==> src/hw/rtl/ckvs_pkg.sv <==
// Shared types and constants for the coordinate key/value table.
package ckvs_pkg;

  localparam int unsigned CKVS_ENTRIES    = 256;
  localparam int unsigned CKVS_COORD_BITS = 10;
  localparam int unsigned CKVS_GROUP_SIZE = 16;
  localparam int unsigned CKVS_STATUS_W   = 3;

  localparam logic OP_SET    = 1'b0;
  localparam logic OP_LOOKUP = 1'b1;

  typedef enum logic [CKVS_STATUS_W-1:0] {
    STAT_INSERTED  = 3'd0,
    STAT_UPDATED   = 3'd1,
    STAT_FULL      = 3'd2,
    STAT_FOUND     = 3'd3,
    STAT_NOT_FOUND = 3'd4
  } status_t;

  typedef enum logic [2:0] {
    ST_IDLE,
    ST_MATCH,
    ST_REDUCE,
    ST_RESOLVE,
    ST_ACCESS,
    ST_RESPOND
  } state_t;

  typedef struct packed {
    logic load;
    logic match;
    logic reduce;
    logic resolve;
    logic access;
    logic respond;
  } ctrl_cmd_t;

  typedef struct packed {
    logic out_free;
  } dp_status_t;

endpackage

==> src/hw/rtl/ckvs_ctrl.sv <==
// Sequencing state machine for one table transaction at a time.
module ckvs_ctrl
  import ckvs_pkg::*;
(
  input  logic       clk,
  input  logic       rst,
  input  logic       in_valid,
  output logic       in_ready,
  input  dp_status_t dp_stat,
  output ctrl_cmd_t  cmd
);

  state_t state;
  state_t state_next;

  always_ff @(posedge clk) begin
    if (rst) begin
      state <= ST_IDLE;
    end else begin
      state <= state_next;
    end
  end

  always_comb begin
    state_next = state;
    case (state)
      ST_IDLE: begin
        if (in_valid) begin
          state_next = ST_MATCH;
        end
      end
      ST_MATCH:   state_next = ST_REDUCE;
      ST_REDUCE:  state_next = ST_RESOLVE;
      ST_RESOLVE: state_next = ST_ACCESS;
      ST_ACCESS:  state_next = ST_RESPOND;
      ST_RESPOND: begin
        // hold until the output register can take the result
        if (dp_stat.out_free) begin
          state_next = ST_IDLE;
        end
      end
      default: state_next = ST_IDLE;
    endcase
  end

  always_comb begin
    in_ready    = 1'b0;
    cmd         = '0;
    case (state)
      ST_IDLE: begin
        in_ready = 1'b1;
        cmd.load = in_valid;
      end
      ST_MATCH:   cmd.match   = 1'b1;
      ST_REDUCE:  cmd.reduce  = 1'b1;
      ST_RESOLVE: cmd.resolve = 1'b1;
      ST_ACCESS:  cmd.access  = 1'b1;
      ST_RESPOND: cmd.respond = dp_stat.out_free;
      default: begin
        in_ready = 1'b0;
      end
    endcase
  end

endmodule

==> config.mk <==
export PLATFORM = sky130hd
export DESIGN_NAME = ckvs_ctrl
export DESIGN_NICKNAME = d
export VERILOG_FILES = /design/src/hw/rtl/ckvs_pkg.sv /design/src/hw/rtl/ckvs_ctrl.sv
export SDC_FILE = /design/constraint.sdc
export NUM_CORES = 1
export LEC_CHECK = 0
export BUFFER_PORTS_ARGS = -buffer_cell sky130_fd_sc_hd__clkbuf_2
export CORE_AREA = 2 2 39 41
export CTS_CLUSTER_SIZE = 30
export DETAILED_ROUTE_END_ITERATION = 8
export DIE_AREA = 0 0 41 43
export PLACE_DENSITY_LB_ADDON = 0.25
export RECOVER_POWER = 50
export REMOVE_ABC_BUFFERS = 1
export SLEW_MARGIN = 20
export SYNTH_ARGS = -nofsm -noshare
export SYNTH_HDL_FRONTEND = slang
export SYNTH_SLANG_ARGS = --single-unit
==> constraint.sdc <==
create_clock -name clk -period 1.49 [get_ports clk]
set_input_delay 0.298 -clock clk [delete_from_list [all_inputs] [get_ports clk]]
set_output_delay 0.298 -clock clk [all_outputs]
set_load 0.01 [all_outputs]
Yosys cells after proc, flatten, opt, wreduce, memory -nomap -nowiden:

Cells that the tools add are included.

* register bits after elaboration: 3
* input bits: 4
* word-level logic and storage cells: 20

* equal/unequal tests: 7
* multiplexer cells: 10
* reductions and logical operators: 2

Operators with widths (number)
* 3-bit one-hot mux with 6 select lines: 1
* 1-bit two-way mux: 7
* 3-bit by 2-bit == test with 1-bit output (second input constant): 2
* 3-bit == test (second input constant): 2
* 3-bit two-way mux: 2
* 2-bit != test (second input constant): 2
* 3-bit by 1-bit == test with 1-bit output (second input constant): 1
* 3-bit zero test: 1
* 2-bit AND reduction: 1

Depth between registers and ports, before layout:

* depth after elaboration: 3
* depth in mapped cells: 4

Worst setup path after synthesis:

OpenSTA, ideal clock, no wires.

* path type: flip-flop to output port
* start point: register state[1]
* end point: output port cmd[5] (netlist bit)
* arrival time: 0.868 ns
* path slack: 0.324 ns
* cell stages (with the launch flop): 4
* buffers on the path: 1
* path through: dfxtp_1 > buf_4 > nor3_2 > and2_1

RTL lines
* start, declared: line ckvs_ctrl.sv:13 `state_t state;`
* start signal, assigned: line ckvs_ctrl.sv:20 `state <= state_next;`
* end, declared: line ckvs_ctrl.sv:10 `output ctrl_cmd_t cmd`

==> flow_summary.json <==
{
  "synth_top_area_share": 0.310,
  "grt_max_degree": 10,
  "worstReg2RegEnd": "state[2]",
  "arrival_ps": 1060,
  "placed_cell_area_um2": 249,
  "synth_area_per_cell_um2": 8.43,
  "track_usage": 0.0683,
  "viasPerCell": 3.67,
  "slew_violations": 0,
  "power.internal_w": 0.000236,
  "drive_gt1_frac": 0.457,
  "nFillCells": 159,
  "slew_headroom": 0.870,
  "final_cell_mix": "clkbuf_2, nor2_1, clkbuf_4, clkbuf_1, dfxtp_2",
  "path_class": "flop to output port",
  "remaining_drc_errors": 0,
  "dpl.hpwl_um": 316,
  "fin_area_um2": 275,
  "largest_reg_flops": 3,
  "outcome": "finished clean",
  "htreeDepth": 1,
  "cp-start-kind": "flop",
  "peakVddDrop_uv": 347,
  "clock_path_buffers": 2,
  "p_seq_frac": 0.343,
  "vias": 187,
  "comb_power_share": 0.232,
  "gr-total-overflow": 0,
  "synth.area.top_cells": "dfxtp_1, buf_4, nor2_1",
  "preCtsSetupSlack_ps": 316,
  "regToRegSetupSlack_ps": 570,
  "muxShareOfSynthArea": 0,
  "antenna_found_initial": 0,
  "top_regs": "state x3",
  "ff2ff_path_depth": 3,
  "whs_ps": 245,
  "power.density_nw_per_um2": 1230,
  "hold_start": "rst",
  "num_antenna_cells": 0,
  "rsz0062_at_grt": "false",
  "yosysSeqAreaShare": 0.310,
  "rows": 14,
  "wire_per_inst_um": 8.53,
  "synth_fa_ha_area_frac": 0,
  "hold_viol": 0,
  "switching_power_w": 0.000104,
  "clkLatencyLatePin_ps": 240,
  "layout.cells.non_filler": 51,
  "critPathRequiredTime_ps": 1190,
  "wl_um": 435,
  "worst_pin_slew_ps": 195,
  "worst_slack_ps": 128,
  "syn_area_um2": 194,
  "critPathMaxFanout": 8,
  "hold_buffers": 0,
  "portBuffers": 10,
  "max_freq_mhz": 734,
  "gp_congestion": 0.713,
  "ys_ff_latch": 3,
  "dp.cells": 47,
  "crit_path_end_kind": "output port",
  "ios": 11,
  "path_clk_slew_ps": 40,
  "die_area_um2": 1760,
  "yosysWarnings": 0,
  "cts-root-buf": "clkbuf_4",
  "setup_viol": 0,
  "synth_compound_area_frac": 0.161,
  "nNetsFinal": 40,
  "synth_top_family_by_area": "simple AND/OR/NAND/NOR gates",
  "cts_made_buffers": 3,
  "grt_pass1_wl_um": 786,
  "first_pass_iters": 2,
  "cts_num_sinks": 3,
  "synth-simple-area-share": 0.406,
  "ys_types": 15,
  "hp-class": "input pin to flop",
  "grt_pass1_vias": 192,
  "drt_iter0_markers": 3,
  "whs_endpoint": "state[1]",
  "start_util": 0.140,
  "cts_tree": "done",
  "switching_share": 0.305,
  "design.core.area_um2": 1380,
  "min_path_cells": 2,
  "fin_crit_sh": 0.914,
  "area_delta_synth_final_pct": 41.9,
  "maxCapViolations": 0,
  "ant_nets": 0,
  "fin_skew_ps": 7.69,
  "die_h_um": 43,
  "p_leak_nw": 0.128,
  "dieWidth_um": 41,
  "period_needed_ps": 1360,
  "final_common_cell": "clkbuf_2",
  "setup_tns_ps": 0,
  "top_register": "state",
  "clockPowerShare": 0.425,
  "timing.rr.start": "state[1]",
  "yosysTopAreaCell": "dfxtp_1",
  "syn_inst": 23,
  "synthXorXnorAreaFrac": 0.0452
}
## cell usage after synthesis
cell	n
nand2b_4	1
xnor2_1	1
nor3_2	1
buf_4	2
nor2_1	4
and2_1	1
nor3b_1	2
nand2_1	2
dfxtp_1	3
o21bai_1	1
o21ba_1	1
a21oi_2	1
and3_1	1
a21oi_1	1
nor3_1	1
## metal layers
layer  share of wire  vias to the layer above  GRT usage
li1                -                      100          -
met1            0.52                       75     0.0932
met2            0.34                       12     0.0750
met3            0.13                        0     0.0628
met4               0                        0     0.0200
met5               0                        -          0
## worst max-delay path by stage
stage	startpoint	to	slack, ps
after floorplan	state[2]	cmd[5]	330
after global placement	state[2]	cmd[5]	290
after detailed placement	state[2]	cmd[5]	320
after CTS	state[0]	cmd[4]	50
after global routing	state[0]	cmd[5]	20
final	state[1]	cmd[0]	130
## power by group through the flow
stage | combinational (W) | sequential [W] | clock (W)
2_1_floorplan | 0.0000514 | 0.000109 | 0
3_3_place_gp | 0.0000817 | 0.000114 | 0
3_5_place_dp | 0.0000797 | 0.000113 | 0
4_1_cts | 0.0000804 | 0.000112 | 0.000152
5_1_grt | 0.0000932 | 0.000120 | 0.000160
6_report | 0.0000789 | 0.000116 | 0.000144
## critical path, cell delays in order, from the launching register on
cell	delay, ps
dfxtp_2	360
nand2b_1	190
nor2_1	130
clkbuf_2	140
## cells by family after synthesis
kind of cell | count (synthesis)
AND/OR/NAND/NOR | 13
XOR/XNOR | 1
AO/OA/AOI/OAI | 4
flip-flops | 3
buffers and inverters | 2
## layout make-up
cell class	count	area (µm²)	share of cell area
Multi-Input combinational cell	18	118	0.427
Sequential cell	3	63.8	0.232
Clock buffer	4	26.3	0.0955
Timing Repair Buffer	10	47.5	0.173
Tap cell	16	20.0	0.0727
## what timing repair did
| action | in CTS | in global routing |
|---|---|---|
| endpoints found under the setup margin | 0 | 5 |
| setup buffers | 0 | 0 |
| gates resized for setup | 0 | 4 |
## stage by stage
stage               total power (W)   util
finish                     0.000340  0.199
global route               0.000373  0.199
CTS                        0.000344  0.199
detailed placement         0.000193  0.180
global placement           0.000195  0.180
floorplan                  0.000160      -
No activity file was read; power rests on OpenSTA's default activity.
